### config.mk
export PLATFORM = sky130hd
export DESIGN_NAME = rv32i_decode_execute
export DESIGN_NICKNAME = d
export VERILOG_FILES = /design/src/design/rvde_pkg.sv /design/src/design/rvde_front.sv /design/src/design/rvde_queue.sv /design/src/design/rvde_back.sv /design/src/design/rv32i_decode_execute.sv
export SDC_FILE = /design/constraint.sdc
export NUM_CORES = 1
export LEC_CHECK = 0
export BUFFER_PORTS_ARGS = -buffer_cell sky130_fd_sc_hd__buf_2
export CORE_ASPECT_RATIO = 0.6
export CORE_MARGIN = 2
export CORE_UTILIZATION = 40
export CTS_BUF_LIST = sky130_fd_sc_hd__clkbuf_8 sky130_fd_sc_hd__clkbuf_16
export CTS_CLUSTER_SIZE = 25
export DETAILED_ROUTE_END_ITERATION = 6
export GPL_TIMING_DRIVEN = 0
export MAX_ROUTING_LAYER = met4
export PLACE_DENSITY = 0.67
export SLEW_MARGIN = 20
export SYNTH_ARGS = -nofsm -noshare
export SYNTH_HDL_FRONTEND = slang
export SYNTH_SLANG_ARGS = --single-unit
### constraint.sdc
create_clock -name clk -period 27.6 [get_ports clk]
set_input_delay 5.52 -clock clk [delete_from_list [all_inputs] [get_ports clk]]
set_output_delay 5.52 -clock clk [all_outputs]
set_load 0.05 [all_outputs]
### src/design/rvde_pkg.sv
`timescale 1ns / 1ps
// ============================================================================
// RV32I decode/execute package
// Shared codes, constants and the item types passed between the front end,
// the decoupling queue and the execute back end.
// ============================================================================
package rvde_pkg;

    localparam int QUEUE_DEPTH_DEF = 2;

    localparam logic [31:0] HALT_WORD = 32'h0FF0_0513;
    localparam logic [31:0] PC_STEP   = 32'd4;
    localparam logic [31:0] UIMM_MASK = 32'hFFFF_F000;

    // Major opcodes
    localparam logic [6:0] OPC_LUI    = 7'h37;
    localparam logic [6:0] OPC_AUIPC  = 7'h17;
    localparam logic [6:0] OPC_JAL    = 7'h6F;
    localparam logic [6:0] OPC_JALR   = 7'h67;
    localparam logic [6:0] OPC_BRANCH = 7'h63;
    localparam logic [6:0] OPC_LOAD   = 7'h03;
    localparam logic [6:0] OPC_STORE  = 7'h23;
    localparam logic [6:0] OPC_OP_IMM = 7'h13;
    localparam logic [6:0] OPC_OP     = 7'h33;

    localparam logic [6:0] F7_BASE = 7'h00;
    localparam logic [6:0] F7_ALT  = 7'h20;

    // funct3 values
    localparam logic [2:0] F3_ADD  = 3'd0;
    localparam logic [2:0] F3_SLL  = 3'd1;
    localparam logic [2:0] F3_SLT  = 3'd2;
    localparam logic [2:0] F3_SLTU = 3'd3;
    localparam logic [2:0] F3_XOR  = 3'd4;
    localparam logic [2:0] F3_SR   = 3'd5;
    localparam logic [2:0] F3_OR   = 3'd6;
    localparam logic [2:0] F3_AND  = 3'd7;

    localparam logic [2:0] F3_LD_W   = 3'd2;
    localparam logic [2:0] F3_LD_BAD = 3'd3;
    localparam logic [2:0] F3_LD_HU  = 3'd5;
    localparam logic [2:0] F3_ST_W   = 3'd2;
    localparam logic [2:0] F3_JALR   = 3'd0;

    // Branch conditions (funct3 of a branch)
    localparam logic [2:0] BR_EQ  = 3'd0;
    localparam logic [2:0] BR_NE  = 3'd1;
    localparam logic [2:0] BR_RS2 = 3'd2;
    localparam logic [2:0] BR_RS3 = 3'd3;
    localparam logic [2:0] BR_LT  = 3'd4;
    localparam logic [2:0] BR_GE  = 3'd5;
    localparam logic [2:0] BR_LTU = 3'd6;
    localparam logic [2:0] BR_GEU = 3'd7;

    // Operation classes as seen on the result side
    localparam logic [2:0] CLS_ALU     = 3'd0;
    localparam logic [2:0] CLS_LOAD    = 3'd1;
    localparam logic [2:0] CLS_STORE   = 3'd2;
    localparam logic [2:0] CLS_BRANCH  = 3'd3;
    localparam logic [2:0] CLS_JUMP    = 3'd4;
    localparam logic [2:0] CLS_INVALID = 3'd5;

    // ALU operations chosen by the front end
    localparam logic [3:0] ALU_ZERO = 4'd0;
    localparam logic [3:0] ALU_ADD  = 4'd1;
    localparam logic [3:0] ALU_SUB  = 4'd2;
    localparam logic [3:0] ALU_SLL  = 4'd3;
    localparam logic [3:0] ALU_SLT  = 4'd4;
    localparam logic [3:0] ALU_SLTU = 4'd5;
    localparam logic [3:0] ALU_XOR  = 4'd6;
    localparam logic [3:0] ALU_SRL  = 4'd7;
    localparam logic [3:0] ALU_SRA  = 4'd8;
    localparam logic [3:0] ALU_OR   = 4'd9;
    localparam logic [3:0] ALU_AND  = 4'd10;

    // Decoded item handed from the front end to the back end
    typedef struct packed {
        logic [2:0]  op_class;
        logic        halt;
        logic [4:0]  dest_reg;
        logic        writes_reg;
        logic [3:0]  alu_op;
        logic [31:0] opnd_a;
        logic [31:0] opnd_b;
        logic        is_branch;
        logic [2:0]  br_cond;
        logic        is_jump;
        logic        is_jalr;
        logic        is_mem;
        logic [31:0] tgt_base;
        logic [31:0] imm;
        logic [31:0] pc;
        logic [1:0]  mem_size;
        logic        load_unsigned;
        logic [31:0] store_data;
    } dec_item_t;

    // Finished result item
    typedef struct packed {
        logic [2:0]  op_class;
        logic [4:0]  dest_reg;
        logic        writes_reg;
        logic [31:0] result_value;
        logic        branch_taken;
        logic [31:0] next_pc;
        logic [31:0] mem_address;
        logic [1:0]  mem_size;
        logic        load_unsigned;
        logic [31:0] store_data;
        logic        halt;
    } result_t;

endpackage

### src/design/rvde_front.sv
`timescale 1ns / 1ps
// ============================================================================
// RV32I decode front end
// Accepts instruction items, classifies them, selects operands and
// immediates, and holds the decoded item until the queue takes it.
// ============================================================================
module rvde_front
(
    input  logic               clk,
    input  logic               rst_n,
    input  logic               push,
    output logic               full,
    input  logic [31:0]        instruction,
    input  logic [31:0]        inst_pc,
    input  logic [31:0]        src1_value,
    input  logic [31:0]        src2_value,
    output logic               q_push,
    output rvde_pkg::dec_item_t q_item,
    input  logic               q_full
);
    import rvde_pkg::*;

    logic       front_valid_reg;
    logic       front_valid_next;
    dec_item_t  front_item_reg;
    dec_item_t  dec;
    logic       accept;

    logic [6:0]  opc;
    logic [4:0]  rd;
    logic [2:0]  f3;
    logic [6:0]  f7;
    logic [31:0] imm_i;
    logic [31:0] imm_s;
    logic [31:0] imm_b;
    logic [31:0] imm_j;
    logic [31:0] imm_u;
    logic        wr;
    logic        alu_ok;
    logic [3:0]  alu_sel;

    assign opc = instruction[6:0];
    assign rd  = instruction[11:7];
    assign f3  = instruction[14:12];
    assign f7  = instruction[31:25];

    assign imm_i = {{20{instruction[31]}}, instruction[31:20]};
    assign imm_s = {{20{instruction[31]}}, instruction[31:25], instruction[11:7]};
    assign imm_b = {{20{instruction[31]}}, instruction[7], instruction[30:25],
                    instruction[11:8], 1'b0};
    assign imm_j = {{12{instruction[31]}}, instruction[19:12], instruction[20],
                    instruction[30:21], 1'b0};
    assign imm_u = instruction & UIMM_MASK;

    // ALU operation and funct7 check shared by the immediate and register forms.
    always_comb
    begin
        alu_ok  = 1'b0;
        alu_sel = ALU_ZERO;
        case (f3)
            F3_ADD:
            begin
                if (opc == OPC_OP_IMM)
                begin
                    alu_ok  = 1'b1;
                    alu_sel = ALU_ADD;
                end
                else
                begin
                    alu_ok  = (f7 == F7_BASE) || (f7 == F7_ALT);
                    alu_sel = (f7 == F7_ALT) ? ALU_SUB : ALU_ADD;
                end
            end
            F3_SLL:
            begin
                alu_ok  = (f7 == F7_BASE);
                alu_sel = ALU_SLL;
            end
            F3_SR:
            begin
                alu_ok  = (f7 == F7_BASE) || (f7 == F7_ALT);
                alu_sel = (f7 == F7_ALT) ? ALU_SRA : ALU_SRL;
            end
            F3_SLT:
            begin
                alu_ok  = (opc == OPC_OP_IMM) || (f7 == F7_BASE);
                alu_sel = ALU_SLT;
            end
            F3_SLTU:
            begin
                alu_ok  = (opc == OPC_OP_IMM) || (f7 == F7_BASE);
                alu_sel = ALU_SLTU;
            end
            F3_XOR:
            begin
                alu_ok  = (opc == OPC_OP_IMM) || (f7 == F7_BASE);
                alu_sel = ALU_XOR;
            end
            F3_OR:
            begin
                alu_ok  = (opc == OPC_OP_IMM) || (f7 == F7_BASE);
                alu_sel = ALU_OR;
            end
            default:
            begin
                alu_ok  = (opc == OPC_OP_IMM) || (f7 == F7_BASE);
                alu_sel = ALU_AND;
            end
        endcase
    end

    always_comb
    begin
        dec               = '0;
        dec.op_class      = CLS_INVALID;
        dec.alu_op        = ALU_ZERO;
        dec.br_cond       = f3;
        dec.pc            = inst_pc;
        wr                = 1'b0;

        if (instruction == HALT_WORD)
        begin
            dec.op_class = CLS_ALU;
            dec.halt     = 1'b1;
        end
        else
        begin
            case (opc)
                OPC_LUI:
                begin
                    dec.op_class = CLS_ALU;
                    wr           = 1'b1;
                    dec.alu_op   = ALU_ADD;
                    dec.opnd_b   = imm_u;
                end
                OPC_AUIPC:
                begin
                    dec.op_class = CLS_ALU;
                    wr           = 1'b1;
                    dec.alu_op   = ALU_ADD;
                    dec.opnd_a   = inst_pc;
                    dec.opnd_b   = imm_u;
                end
                OPC_JAL:
                begin
                    dec.op_class = CLS_JUMP;
                    wr           = 1'b1;
                    dec.alu_op   = ALU_ADD;
                    dec.opnd_a   = inst_pc;
                    dec.opnd_b   = PC_STEP;
                    dec.is_jump  = 1'b1;
                    dec.tgt_base = inst_pc;
                    dec.imm      = imm_j;
                end
                OPC_JALR:
                begin
                    if (f3 == F3_JALR)
                    begin
                        dec.op_class = CLS_JUMP;
                        wr           = 1'b1;
                        dec.alu_op   = ALU_ADD;
                        dec.opnd_a   = inst_pc;
                        dec.opnd_b   = PC_STEP;
                        dec.is_jump  = 1'b1;
                        dec.is_jalr  = 1'b1;
                        dec.tgt_base = src1_value;
                        dec.imm      = imm_i;
                    end
                end
                OPC_BRANCH:
                begin
                    if ((f3 != BR_RS2) && (f3 != BR_RS3))
                    begin
                        dec.op_class  = CLS_BRANCH;
                        dec.is_branch = 1'b1;
                        dec.opnd_a    = src1_value;
                        dec.opnd_b    = src2_value;
                        dec.tgt_base  = inst_pc;
                        dec.imm       = imm_b;
                    end
                end
                OPC_LOAD:
                begin
                    if ((f3 != F3_LD_BAD) && (f3 <= F3_LD_HU))
                    begin
                        dec.op_class      = CLS_LOAD;
                        wr                = 1'b1;
                        dec.is_mem        = 1'b1;
                        dec.tgt_base      = src1_value;
                        dec.imm           = imm_i;
                        dec.mem_size      = f3[1:0];
                        dec.load_unsigned = f3[2];
                    end
                end
                OPC_STORE:
                begin
                    if (f3 <= F3_ST_W)
                    begin
                        dec.op_class   = CLS_STORE;
                        dec.is_mem     = 1'b1;
                        dec.tgt_base   = src1_value;
                        dec.imm        = imm_s;
                        dec.mem_size   = f3[1:0];
                        dec.store_data = src2_value;
                    end
                end
                OPC_OP_IMM:
                begin
                    if (alu_ok)
                    begin
                        dec.op_class = CLS_ALU;
                        wr           = 1'b1;
                        dec.alu_op   = alu_sel;
                        dec.opnd_a   = src1_value;
                        dec.opnd_b   = imm_i;
                    end
                end
                OPC_OP:
                begin
                    if (alu_ok)
                    begin
                        dec.op_class = CLS_ALU;
                        wr           = 1'b1;
                        dec.alu_op   = alu_sel;
                        dec.opnd_a   = src1_value;
                        dec.opnd_b   = src2_value;
                    end
                end
                default:
                begin
                    dec.op_class = CLS_INVALID;
                end
            endcase
        end

        dec.dest_reg   = wr ? rd : 5'd0;
        dec.writes_reg = wr && (rd != 5'd0);
    end

    // The decoded item moves on as soon as the queue has room.
    assign q_push = front_valid_reg && !q_full;
    assign full   = front_valid_reg && q_full;
    assign accept = push && !full;
    assign q_item = front_item_reg;

    always_comb
    begin
        front_valid_next = front_valid_reg;
        if (accept)
        begin
            front_valid_next = 1'b1;
        end
        else if (q_push)
        begin
            front_valid_next = 1'b0;
        end
    end

    always_ff @(posedge clk or negedge rst_n)
    begin
        if (!rst_n)
        begin
            front_valid_reg <= 1'b0;
        end
        else
        begin
            front_valid_reg <= front_valid_next;
        end
    end

    always_ff @(posedge clk)
    begin
        if (accept)
        begin
            front_item_reg <= dec;
        end
    end

endmodule

### src/design/rvde_queue.sv
`timescale 1ns / 1ps
// ============================================================================
// Decoupling queue
// A short FIFO of decoded items between the front end and the back end.
// ============================================================================
module rvde_queue
#(
    parameter int DEPTH = rvde_pkg::QUEUE_DEPTH_DEF
)
(
    input  logic                clk,
    input  logic                rst_n,
    input  logic                push,
    input  rvde_pkg::dec_item_t push_item,
    output logic                full,
    input  logic                pop,
    output rvde_pkg::dec_item_t pop_item,
    output logic                empty
);
    import rvde_pkg::*;

    localparam int PTR_W = (DEPTH > 1) ? $clog2(DEPTH) : 1;
    localparam int CNT_W = $clog2(DEPTH + 1);

    dec_item_t          entries [DEPTH];
    logic [PTR_W-1:0]   wr_ptr_reg;
    logic [PTR_W-1:0]   wr_ptr_next;
    logic [PTR_W-1:0]   rd_ptr_reg;
    logic [PTR_W-1:0]   rd_ptr_next;
    logic [CNT_W-1:0]   count_reg;
    logic [CNT_W-1:0]   count_next;

    assign full     = (count_reg == CNT_W'(DEPTH));
    assign empty    = (count_reg == '0);
    assign pop_item = entries[rd_ptr_reg];

    always_comb
    begin
        wr_ptr_next = wr_ptr_reg;
        rd_ptr_next = rd_ptr_reg;
        count_next  = count_reg;
        if (push)
        begin
            wr_ptr_next = (wr_ptr_reg == PTR_W'(DEPTH - 1)) ? '0 : wr_ptr_reg + 1'b1;
        end
        if (pop)
        begin
            rd_ptr_next = (rd_ptr_reg == PTR_W'(DEPTH - 1)) ? '0 : rd_ptr_reg + 1'b1;
        end
        if (push && !pop)
        begin
            count_next = count_reg + 1'b1;
        end
        else if (pop && !push)
        begin
            count_next = count_reg - 1'b1;
        end
    end

    always_ff @(posedge clk or negedge rst_n)
    begin
        if (!rst_n)
        begin
            wr_ptr_reg <= '0;
            rd_ptr_reg <= '0;
            count_reg  <= '0;
        end
        else
        begin
            wr_ptr_reg <= wr_ptr_next;
            rd_ptr_reg <= rd_ptr_next;
            count_reg  <= count_next;
        end
    end

    always_ff @(posedge clk)
    begin
        if (push)
        begin
            entries[wr_ptr_reg] <= push_item;
        end
    end

`ifndef SYNTHESIS
    a_no_push_when_full: assert property (@(posedge clk) disable iff (!rst_n)
        !(push && full))
        else $error("queue written while full");

    a_no_pop_when_empty: assert property (@(posedge clk) disable iff (!rst_n)
        !(pop && empty))
        else $error("queue read while empty");

    a_count_tracks: assert property (@(posedge clk) disable iff (!rst_n)
        (push && !pop) |=> (count_reg == $past(count_reg) + 1'b1))
        else $error("queue count did not follow a lone write");
`endif

endmodule

### src/design/rvde_back.sv
`timescale 1ns / 1ps
// ============================================================================
// RV32I execute back end
// Takes decoded items from the queue, runs the ALU, branch compare and
// target adder, and holds the finished result until it is popped.
// ============================================================================
module rvde_back
(
    input  logic                clk,
    input  logic                rst_n,
    input  logic                q_empty,
    input  rvde_pkg::dec_item_t q_item,
    output logic                q_pop,
    output logic                out_valid,
    output rvde_pkg::result_t   out_result,
    input  logic                pop
);
    import rvde_pkg::*;

    logic        out_valid_reg;
    logic        out_valid_next;
    result_t     out_reg;
    result_t     res;
    logic [31:0] alu_out;
    logic [4:0]  shamt;
    logic        cond;
    logic        taken;
    logic [31:0] tgt_sum;
    logic [31:0] target;
    logic [31:0] pc_plus4;

    assign shamt = q_item.opnd_b[4:0];

    always_comb
    begin
        case (q_item.alu_op)
            ALU_ADD:  alu_out = q_item.opnd_a + q_item.opnd_b;
            ALU_SUB:  alu_out = q_item.opnd_a - q_item.opnd_b;
            ALU_SLL:  alu_out = q_item.opnd_a << shamt;
            ALU_SLT:  alu_out = {31'd0, $signed(q_item.opnd_a) < $signed(q_item.opnd_b)};
            ALU_SLTU: alu_out = {31'd0, q_item.opnd_a < q_item.opnd_b};
            ALU_XOR:  alu_out = q_item.opnd_a ^ q_item.opnd_b;
            ALU_SRL:  alu_out = q_item.opnd_a >> shamt;
            ALU_SRA:  alu_out = 32'($signed(q_item.opnd_a) >>> shamt);
            ALU_OR:   alu_out = q_item.opnd_a | q_item.opnd_b;
            ALU_AND:  alu_out = q_item.opnd_a & q_item.opnd_b;
            default:  alu_out = 32'd0;
        endcase
    end

    always_comb
    begin
        case (q_item.br_cond)
            BR_EQ:   cond = (q_item.opnd_a == q_item.opnd_b);
            BR_NE:   cond = (q_item.opnd_a != q_item.opnd_b);
            BR_LT:   cond = ($signed(q_item.opnd_a) < $signed(q_item.opnd_b));
            BR_GE:   cond = ($signed(q_item.opnd_a) >= $signed(q_item.opnd_b));
            BR_LTU:  cond = (q_item.opnd_a < q_item.opnd_b);
            BR_GEU:  cond = (q_item.opnd_a >= q_item.opnd_b);
            default: cond = 1'b0;
        endcase
    end

    // The same adder gives the jump or branch target and the memory address.
    assign tgt_sum  = q_item.tgt_base + q_item.imm;
    assign target   = {tgt_sum[31:1], tgt_sum[0] & !q_item.is_jalr};
    assign pc_plus4 = q_item.pc + PC_STEP;
    assign taken    = q_item.is_jump || (q_item.is_branch && cond);

    always_comb
    begin
        res.op_class      = q_item.op_class;
        res.dest_reg      = q_item.dest_reg;
        res.writes_reg    = q_item.writes_reg;
        res.result_value  = alu_out;
        res.branch_taken  = taken;
        res.next_pc       = taken ? target : pc_plus4;
        res.mem_address   = q_item.is_mem ? tgt_sum : 32'd0;
        res.mem_size      = q_item.mem_size;
        res.load_unsigned = q_item.load_unsigned;
        res.store_data    = q_item.store_data;
        res.halt          = q_item.halt;
    end

    // A new item enters the output register whenever it is free or being emptied.
    assign q_pop = !q_empty && (!out_valid_reg || pop);

    always_comb
    begin
        out_valid_next = out_valid_reg;
        if (q_pop)
        begin
            out_valid_next = 1'b1;
        end
        else if (pop)
        begin
            out_valid_next = 1'b0;
        end
    end

    always_ff @(posedge clk or negedge rst_n)
    begin
        if (!rst_n)
        begin
            out_valid_reg <= 1'b0;
        end
        else
        begin
            out_valid_reg <= out_valid_next;
        end
    end

    always_ff @(posedge clk)
    begin
        if (q_pop)
        begin
            out_reg <= res;
        end
    end

    assign out_valid  = out_valid_reg;
    assign out_result = out_reg;

`ifndef SYNTHESIS
    a_write_has_dest: assert property (@(posedge clk) disable iff (!rst_n)
        (out_valid_reg && out_reg.writes_reg) |-> (out_reg.dest_reg != 5'd0))
        else $error("register write without a destination");

    a_halt_is_quiet: assert property (@(posedge clk) disable iff (!rst_n)
        (out_valid_reg && out_reg.halt) |->
            ((out_reg.op_class == CLS_ALU) && !out_reg.writes_reg &&
             (out_reg.result_value == 32'd0) && !out_reg.branch_taken))
        else $error("halt item carries side effects");
`endif

endmodule

### src/design/rv32i_decode_execute.sv
`timescale 1ns / 1ps
// ============================================================================
// RV32I decode and execute unit
// Decodes one RV32I instruction item per cycle while full is low and returns its ALU result,
// branch decision, next pc and load/store attributes.
// ============================================================================
// The unit accepts one instruction item per clock and delivers one result
// item per clock in steady state while results are popped. An accepted item
// is decoded into the front register, moves through a QUEUE_DEPTH-entry
// queue and is executed into the output register, which drives the result
// ports. The queue lets the decode front end keep accepting items while
// results are not popped; full rises once the queue and the front register
// are both occupied.
module rv32i_decode_execute
#(
    parameter int QUEUE_DEPTH = rvde_pkg::QUEUE_DEPTH_DEF
)
(
    input  logic        clk,
    input  logic        rst_n,
    input  logic        push,
    output logic        full,
    input  logic [31:0] instruction,
    input  logic [31:0] inst_pc,
    input  logic [31:0] src1_value,
    input  logic [31:0] src2_value,
    output logic        empty,
    input  logic        pop,
    output logic [2:0]  op_class,
    output logic [4:0]  dest_reg,
    output logic        writes_reg,
    output logic [31:0] result_value,
    output logic        branch_taken,
    output logic [31:0] next_pc,
    output logic [31:0] mem_address,
    output logic [1:0]  mem_size,
    output logic        load_unsigned,
    output logic [31:0] store_data,
    output logic        halt
);
    import rvde_pkg::*;

    logic       q_push;
    logic       q_full;
    logic       q_pop;
    logic       q_empty;
    dec_item_t  q_in_item;
    dec_item_t  q_out_item;
    logic       out_valid;
    result_t    out_result;

    rvde_front u_front
    (
        .clk         (clk),
        .rst_n       (rst_n),
        .push        (push),
        .full        (full),
        .instruction (instruction),
        .inst_pc     (inst_pc),
        .src1_value  (src1_value),
        .src2_value  (src2_value),
        .q_push      (q_push),
        .q_item      (q_in_item),
        .q_full      (q_full)
    );

    rvde_queue
    #(
        .DEPTH (QUEUE_DEPTH)
    )
    u_queue
    (
        .clk       (clk),
        .rst_n     (rst_n),
        .push      (q_push),
        .push_item (q_in_item),
        .full      (q_full),
        .pop       (q_pop),
        .pop_item  (q_out_item),
        .empty     (q_empty)
    );

    rvde_back u_back
    (
        .clk        (clk),
        .rst_n      (rst_n),
        .q_empty    (q_empty),
        .q_item     (q_out_item),
        .q_pop      (q_pop),
        .out_valid  (out_valid),
        .out_result (out_result),
        .pop        (pop)
    );

    assign empty         = !out_valid;
    assign op_class      = out_result.op_class;
    assign dest_reg      = out_result.dest_reg;
    assign writes_reg    = out_result.writes_reg;
    assign result_value  = out_result.result_value;
    assign branch_taken  = out_result.branch_taken;
    assign next_pc       = out_result.next_pc;
    assign mem_address   = out_result.mem_address;
    assign mem_size      = out_result.mem_size;
    assign load_unsigned = out_result.load_unsigned;
    assign store_data    = out_result.store_data;
    assign halt          = out_result.halt;

endmodule

* Word-level counts from Yosys, hierarchy flattened
Memories as Yosys holds them, arrays and structs flattened.
Cells that the tools add are included.
** Cells by class
- Add/sub/neg operators :: 8
- Multipliers :: 0
- Div/mod/pow operators :: 0
- $lt $le $gt $ge :: 6
- Equal/unequal tests :: 37
- Shift-type cells :: 3
- Muxes and demuxes :: 49
- Bitwise gates (word level) :: 10
- Reduce and logical (&&, ||, !) cells :: 37
** Operator list (count)
- 32-bit one-hot mux with 10 select lines :: 1
- 64-bit one-hot mux with 5 select lines :: 1
- 65-bit 2-to-1 mux :: 4
- 32-bit one-hot mux with 6 select lines :: 1
- 32-bit one-hot mux with 5 select lines :: 1
- 68-bit 2-to-1 mux :: 2
- 64-bit 2-to-1 mux :: 2
- 32-bit adder :: 2
- 32-bit >= comparator :: 2
- 32-bit less-than comparator :: 2
- 32-bit by 3-bit adder with 32-bit output (second input constant) :: 1
- 32-bit bitwise AND :: 1
- 32-bit by 28-bit equality test with 1-bit output (second input constant) :: 1
- 32-bit equality test :: 1
- 32-bit 2-to-1 mux :: 1
- 32-bit != test :: 1
- 32-bit OR :: 1
- 32-bit by 5-bit << shifter with 32-bit output :: 1
- 32-bit by 5-bit right shift with 32-bit output :: 1
- 32-bit by 5-bit >>> shifter with 32-bit output :: 1
- 32-bit subtractor :: 1
- 32-bit bitwise XOR :: 1
- 7-bit by 6-bit equality test with 1-bit output (second input constant) :: 4
- 4-bit one-hot mux with 7 select lines :: 1
- other kinds (40) :: 115
** Storage, ports and cells
- Register bits :: 364
- Bits in latches :: 0
- Memory bits (writable) :: 432
- Memory bits (read-only) :: 0
- Input bits :: 132
- Output and inout port bits :: 144
- Memories :: 1
** Memories
- u_queue.entries :: depth 2, width 216, rd ports 1, clocked after Yosys merged registers in 0, write ports 1, RTL line rvde_queue.sv:25 : dec_item_t entries [DEPTH];

* Depth between registers and ports, before layout
Gate-level depths: netlist of the first run.
- Depth after elaboration :: 8
- Depth in mapped cells :: 22
- Gate-level depth less buffers :: 14

* Modules after synthesis
Synthesis of the first run repeated with hierarchy kept, for this count alone.
** Unflattened totals
- Cells, all modules :: 3047
- Area total of the unflattened synthesis :: 40324.9 µm²
** Modules (own cells, without submodules)
- rvde_queue :: instances 1, cells each 688, area an instance 16299.4 µm², seq. area each 13072.5 µm²
- rvde_back :: instances 1, cells each 1778, area an instance 15215.8 µm², seq. area each 4289.1 µm²
- rvde_front :: instances 1, cells each 580, area an instance 8805.9 µm², seq. area each 6180.9 µm²
- rv32i_decode_execute :: instances 1, cells each 1, area an instance 3.8 µm², seq. area each 0.0 µm²

* Worst setup path after synthesis of the first run
OpenSTA, ideal clock, no wires.
- Path type :: input -> register
- From :: input push
- To :: register u_front.front_item_reg, in the netlist u_front.q_item[0] (enable)
- Setup time :: 0.591 ns
- Arrival :: 10.169 ns
- Path slack :: 16.840 ns
- Cell stages on the path :: 1
- Buffers on the path :: 0
- Cells stage by stage :: and2_1
** Between the ends
- Cells in the longest elaborated chain, start to end :: 1
** Ends and longest elaborated chain
- start, declared :: RTL line rv32i_decode_execute.sv:21 : input logic push,
- 1-bit logical AND :: RTL line rvde_front.sv:243 : assign accept = push && !full;
- end signal, assigned :: RTL line rvde_front.sv:275 : front_item_reg <= dec;
- end, declared :: RTL line rvde_front.sv:25 : dec_item_t front_item_reg;
No other way between the ends.
A chain may end at the register's enable or synchronous reset.

==> out/qor.csv, run 1 <==
stage;metric;value;unit
synthesis;ys_seq_elements;763;
worst_hold_path;worstHoldPathType;flop to flop;
final_layout;layoutNonFillerInstCount;4837;
grt;first_global_vias;27260;
drt;drt_iter0_drc;4743;
synthesis;avgSynthCellArea;12.6;um^2
drt;avgRoutedWirePerCell;33.4;um
worst_hold_path;min_delay_path_depth;0;
synthesis;synth.distinct_cells;84;
clocking;cts_tree;done;
sta;rsz0062_at_grt;no;
placed_design;globalplace.congestion;1.05;
final_layout;syn_to_final_growth;15.5;%
sta;maxClockFrequency;95.9;MHz
synthesis;yosysWarnings;0;
outcome;status;complete, but fails checks;
clocking;cts_resized;0;
placed_design;postPlaceCellArea;42500;um^2
floorplan;start_util;40.4;%
worst_hold_path;hold-path-endpoint;u_queue.entries[1][134];
outcome;violations;DRC;
sta;finalCritPeriodShare;37.8;%
final_layout;layout_commonest_cell;edfxtp_1;
setup_path;r2r_slack;17.17;ns
clocking;cts_sinks;763;
placed_design;dpl.hpwl;128;mm
setup_path;crit_path_end_kind;flop;
setup_path;r2r_end;u_back.out_result[87];
setup_path;reg2reg_from;u_queue.rd_ptr_reg;
drt;first_pass_iters;7;
synthesis;async_reset_ff_share;0.786;%
sta;fin_setup_tns;0;ns
job;drv_cap;0;
clocking;hold_buffers;0;
synthesis;syn_inst;3091;
sta;fin_skew;0.0473;ns
setup_path;worstPathMaxFanout;11;
sta;tightest_slew;1.33;ns
drt;vias;29810;
setup_path;path_cells;buf_2, buf_4, buf_4, buf_2, buf_2, buf_2, buf_2, buf_2, buf_2, mux2i_1, ha_1, clkbuf_1, nor4_2, nand3b_1, nand2b_1, or3_1, o221a_1, and3_1, a211o_1, a31oi_4, buf_6, mux2i_1;
floorplan;pin_count;276;
setup_path;required;27.97;ns
sta;slew_headroom;10.4;%
synthesis;synth-edff-count;757;
floorplan;die_w;406;um
clocking;clk-insertion-delay-late;0.68;ns
placed_design;placed_cells;4699;
drt;via_per_inst;6.16;
drt;drtAntennaViolNets;0;
synthesis;netlist_area;38800;um^2
final_layout;fillCellCount;8730;
placed_design;port_buffers;275;
grt;grt_first_pass_wirelength;220;mm
worst_hold_path;min_from;u_front.q_item[134];
setup_path;critical_path_class;flop to flop;
clocking;htree_levels;3;
grt;grt_max_degree;76;
sta;slew_violations;0;
setup_path;reg2regPathDepth;22;
drt;drt-total-wl;162;mm
final_layout;nets;3734;
grt;grt_overflow_total;0;
clocking;cts_setup_buffers;0;
clocking;clockBufferDepth;3;
drt;drc;3;
final_layout;drive_gt1_share;18.0;%
final_layout;layout.cells.most_common_list;edfxtp_1, buf_2, nor2_1;
setup_path;arrival;10.80;ns
sta;fin_crit;10.43;ns
setup_path;start_kind;flop;
final_layout;largest_register_ffs;410;
floorplan;core_area;96100;um^2
synthesis;synth.yosys.seq_area_share;58.9;%
clocking;clkTransAtPathRegs;0.06;ns
sta;setup_viol;0;
floorplan;num_rows;88;
sta;final-hold-violation-count;0;
grt;grt_use_total;32.9;%
synthesis;synthFlopType;edfxtp_1;
floorplan;die_area;99600;um^2
setup_path;worst_path_max_delay_cell;nor4_2;
setup_path;slowest_delay;0.96;ns
clocking;clk_root_buffer_cell;clkbuf_16;
final_layout;final_area;44900;um^2
grt;antenna_found_initial;21;
synthesis;syn-num-nets;3356;
clocking;cts_buffers;72;
setup_path;crit_top_cell;buf_2;
floorplan;die_h;245;um
final_layout;regMostFlops;u_queue.entries;
[per-stage QoR]
stage | hold slack (ns) | setup WS, ns | utilization [%]
floorplan | 0.421 | 16.84 | -
global route | 0.436 | 17.18 | 46.7
finish | 0.426 | 17.17 | 46.7
global placement | 0.422 | 11.60 | 43.5
detailed placement | 0.429 | 17.57 | 44.2
CTS | 0.423 | 17.51 | 46.6
[layer usage]
metal  routed length (um)  GRT usage [%]  share of wire, %
met5                    0              -                 0
met4                 3580           6.78               2.2
met3                22700           12.2                14
met2                59300           39.5                37
met1                76100           50.9                47
[worst max-delay path by stage]
stage	start	to	cells after the start
floorplan	push	u_front.q_item[0]	1
global placement	u_queue.count_reg[0]	u_queue.entries[0][126]	3
detailed placement	u_queue.rd_ptr_reg	u_back.out_result[88]	22
CTS	u_queue.rd_ptr_reg	u_back.out_result[88]	22
global route	u_queue.rd_ptr_reg	u_back.out_result[79]	22
finish	u_queue.rd_ptr_reg	u_back.out_result[87]	22
[cell type report]
type,instances,area (um^2),share of cell area [%]
clock buffers,72,1800,4.02
inverters,122,465,1.04
multi-input cells,2036,14900,33.2
flip-flops and latches,763,22900,51.0
plain buffers,170,712,1.59
clock inverters,56,499,1.11
well taps,1305,1630,3.64
repair buffers,304,1920,4.29
diodes,9,22.5,0.0502
[cell families (layout without fill, tap and decap cells)]
| kind of cell | count (synthesis) | after routing | share of synthesized area (%) |
|---|---|---|---|
| and+or+nand+nor | 719 | 719 | 8.75 |
| DFF | 763 | 763 | 58.9 |
| buffers and inverters | 292 | 724 | 3.01 |
| other | 0 | 9 | 0 |
| xor gates and xnor gates | 74 | 74 | 1.67 |
| muxes | 348 | 348 | 9.51 |
| AOI/OAI and AO/OA | 762 | 762 | 13.8 |
| adders and majority gates | 133 | 133 | 4.35 |
[synth_stat cells (32+ instances only)]
library cell | n | area share (%)
and2_1 | 57 | 0.92
edfxtp_1 | 757 | 59
clkbuf_1 | 109 | 1.1
inv_1 | 120 | 1.2
nand3_1 | 43 | 0.55
xor2_1 | 35 | 0.79
o21ai_0 | 115 | 1.5
a221o_1 | 32 | 0.83
mux2i_1 | 220 | 5.7
mux2_2 | 122 | 3.5
a22o_1 | 43 | 0.97
nand2_1 | 192 | 1.9
ha_1 | 130 | 4.2
nor2_1 | 245 | 2.4
o211ai_1 | 41 | 0.79
xnor2_1 | 39 | 0.88
a21o_1 | 47 | 0.91
nor3_1 | 36 | 0.46
a21oi_1 | 154 | 2.0
a211oi_1 | 37 | 0.72
a22oi_1 | 56 | 1.1
[critical path: cells and delay by family (launching register included)]
kind | cells | cell delay (ns)
adder cells (fa/ha/maj) | 1 | 0.32
AO/OA/AOI/OAI | 3 | 1.18
buffers and inverters | 11 | 4.64
flip-flops | 1 | 0.56
AND/OR/NAND/NOR | 5 | 2.22
multiplexers | 2 | 1.10
Power of run 1 is not shown: default switching activity piles up to over one toggle a cycle in this logic, so the estimate is an artifact.
==> run 2: changes to the inputs <==
--- a/config.mk
+++ b/config.mk
@@ -5,6 +5,7 @@
 export SDC_FILE = /design/constraint.sdc
 export NUM_CORES = 1
 export LEC_CHECK = 0
+export ABC_AREA = 1
 export BUFFER_PORTS_ARGS = -buffer_cell sky130_fd_sc_hd__buf_2
 export CORE_ASPECT_RATIO = 0.6
 export CORE_MARGIN = 2
==> constraint.sdc (replaced) <==
create_clock -name clk -period 10.77 [get_ports clk]
set_input_delay 2.154 -clock clk [delete_from_list [all_inputs] [get_ports clk]]
set_output_delay 2.154 -clock clk [all_outputs]
set_load 0.05 [all_outputs]
==> run 2 against run 1 <==
Effect of this change: the flow now finishes without violations; highest routed layer unchanged; critical path type unchanged; sequential cell count unchanged; die area rose by 2.3%; count of clock-buffer cells in the layout did not move.
==> out/qor.csv, run 2 <==
stage;metric;value;unit
sta;fin_crit;7.02;ns
setup_path;arrival;7.39;ns
final_layout;drive_gt1_share;12.5;%
sta;maxClockFrequency;142;MHz
drt;drt-total-wl;162;mm
clocking;cts_sinks;763;
drt;drc;0;
sta;slew_violations;0;
clocking;hold_buffers;0;
final_layout;largest_register_ffs;410;
synthesis;ys_seq_elements;763;
synthesis;yosysTopAreaCell;edfxtp_1;
placed_design;dpl.hpwl;130;mm
setup_path;reg2regPathDepth;23;
clocking;clk-insertion-delay-late;0.66;ns
outcome;status;finished, final reports clean;
worst_hold_path;min_delay_path_depth;0;
drt;first_pass_iters;6;
synthesis;yosysTopAreaCellShare;57.2;%
sta;setup_viol;0;
clocking;htree_levels;3;
drt;avgRoutedWirePerCell;27.2;um
floorplan;core_area;98300;um^2
placed_design;port_buffers;275;
synthesis;synth_most_common_cell;nand2_1;
synthesis;synth-edff-count;757;
grt;grt_use_total;32.2;%
final_layout;regMostFlops;u_queue.entries;
worst_hold_path;worstHoldPathType;flop to flop;
floorplan;die_h;248;um
final_layout;layout_commonest_cell;nand2_1;
clocking;cts_resized;0;
grt;antenna_found_initial;17;
setup_path;reg2reg_from;u_queue.rd_ptr_reg;
synthesis;synth.yosys.seq_area_share;57.6;%
final_layout;fillCellCount;9341;
clocking;cts_tree;done;
placed_design;globalplace.congestion;1.10;
grt;grt_max_degree;82;
grt;grt_overflow_total;0;
drt;vias;33642;
synthesis;async_reset_ff_share;0.786;%
floorplan;num_rows;89;
sta;finalCritPeriodShare;65.2;%
final_layout;layout.cells.most_common_list;nand2_1, edfxtp_1, inv_1;
setup_path;critPathLaunch;u_queue.rd_ptr_reg;
setup_path;required;11.14;ns
synthesis;yosysWarnings;0;
setup_path;r2r_slack;3.75;ns
setup_path;endpoint;u_back.out_result[86];
clocking;cts_buffers;72;
sta;slew_headroom;15.6;%
sta;fin_setup_tns;0;ns
drt;drtAntennaViolNets;0;
final_layout;syn_to_final_growth;15.3;%
sta;hold_ws;0.432;ns
clocking;cts_setup_buffers;0;
sta;rsz0062_at_grt;no;
sta;final-hold-violation-count;0;
synthesis;synth_common_cells;nand2_1, edfxtp_1, inv_1;
setup_path;critical_path_class;flop to flop;
synthesis;syn_inst;4183;
clocking;clkTransAtPathRegs;0.07;ns
drt;drt_iter0_drc;5063;
floorplan;start_util;40.4;%
synthesis;syn-num-nets;4448;
drt;via_per_inst;5.65;
floorplan;die_w;411;um
sta;fin_ws;3.75;ns
setup_path;r2r_end;u_back.out_result[86];
synthesis;synth_area_leaders;edfxtp_1, nand2_1, ha_1;
floorplan;pin_count;276;
sta;fin_skew;0.0303;ns
final_layout;nets;4827;
placed_design;dp_slack;3.92;ns
grt;first_global_vias;30166;
worst_hold_path;min_from;u_front.q_item[181];
setup_path;crit_path_end_kind;flop;
sta;tightest_slew;1.25;ns
setup_path;worstPathMaxFanout;10;
synthesis;avgSynthCellArea;9.50;um^2
job;drv_cap;0;
grt;grt_first_pass_wirelength;224;mm
setup_path;start_kind;flop;
synthesis;synth.distinct_cells;58;
clocking;clockBufferDepth;3;
synthesis;synthFlopType;edfxtp_1;
synthesis;netlist_area;39700;um^2
clocking;clk_root_buffer_cell;clkbuf_16;
floorplan;die_area;102000;um^2
[run 2: changes by cell type in the layout (fill, tap and decap cells not counted), sizes merged, moves of 36 or more]
| cell | previous run | this run |
|---|---|---|
| mux2i | 221 | 10 |
| inv | 137 | 432 |
| clkbuf | 182 | 130 |
| nand2 | 192 | 1225 |
| nor2 | 245 | 355 |
| a21o | 47 | 8 |
| and2 | 58 | 0 |
| mux2 | 123 | 0 |
| or2 | 13 | 54 |
| nand3 | 43 | 208 |
| buf | 363 | 399 |
| o21ai | 117 | 289 |
[run 2: worst min-delay path by stage]
stage / end / slack, ns
5_1_grt: u_queue.entries[0][181] / 0.43
6_report: u_queue.entries[0][181] / 0.43
2_1_floorplan: u_queue.entries[0][0] / 0.42
4_1_cts: u_queue.entries[0][181] / 0.43
3_5_place_dp: u_queue.entries[1][99] / 0.43
3_3_place_gp: u_queue.entries[1][68] / 0.42
[run 2: metrics by stage]
step	cells	util [%]	instance area, um^2
after floorplan	4183	-	39700
after global placement	5777	43.5	42700
after detailed placement	5807	44.2	43500
after CTS	5932	46.5	45700
after global routing	5945	46.6	45800
final	5954	46.6	45800
[run 2: kinds of logic (layout without fill, tap and decap cells)]
kind of cell / after synthesis / after routing / synth area share, %
mux: 10 / 10 / 0.252
fa+ha+maj: 133 / 133 / 4.25
other cells: 0 / 22 / 0
compound gates: 709 / 709 / 10.7
xor+xnor: 56 / 56 / 1.23
simple gates: 1948 / 1948 / 20.2
flops: 763 / 763 / 57.6
buf+inv: 564 / 994 / 5.75
[run 2: layer usage]
| layer | vias to the layer above | GRT usage (%) | part of all wire [%] |
|---|---|---|---|
| met3 | 161 | 11.1 | 14 |
| met1 | 16352 | 50.3 | 48 |
| met5 | - | - | 0 |
| li1 | 15119 | - | - |
| met2 | 2010 | 39.2 | 37 |
| met4 | 0 | 5.61 | 1.7 |
[run 2: layout make-up]
type	count	area (um^2)	share of cell area (%)
tap	1319	1650	3.60
antenna	22	55.1	0.120
clock inverter	53	440	0.961
sequential	763	22900	50.0
clock buffer	72	1800	3.93
inverter	412	1550	3.39
timing repair buffer	305	2100	4.58
buffer	152	737	1.61
multi-input combinational	2856	14600	31.8
[run 2: worst max-delay path, cell delays in order (launching register included)]
cell and delay [ns]:
dfrtp_1 0.50, buf_2 0.35, buf_4 0.25, buf_2 0.41, buf_2 0.51, buf_1 0.58
o21ai_0 0.48, ha_1 0.50, inv_1 0.20, a21oi_1 0.36, nand2_1 0.11, nand2_1 0.07
nand2_1 0.05, a21oi_1 0.63, nand3_1 0.41, nand3_1 0.18, nand2_1 0.06, nor2_1 0.09
nand2_1 0.12, nand2_4 0.18, nand2_4 0.17, buf_6 0.23, nand2_1 0.09, nand2_1 0.13
Power of run 2 is left out for the same reason.
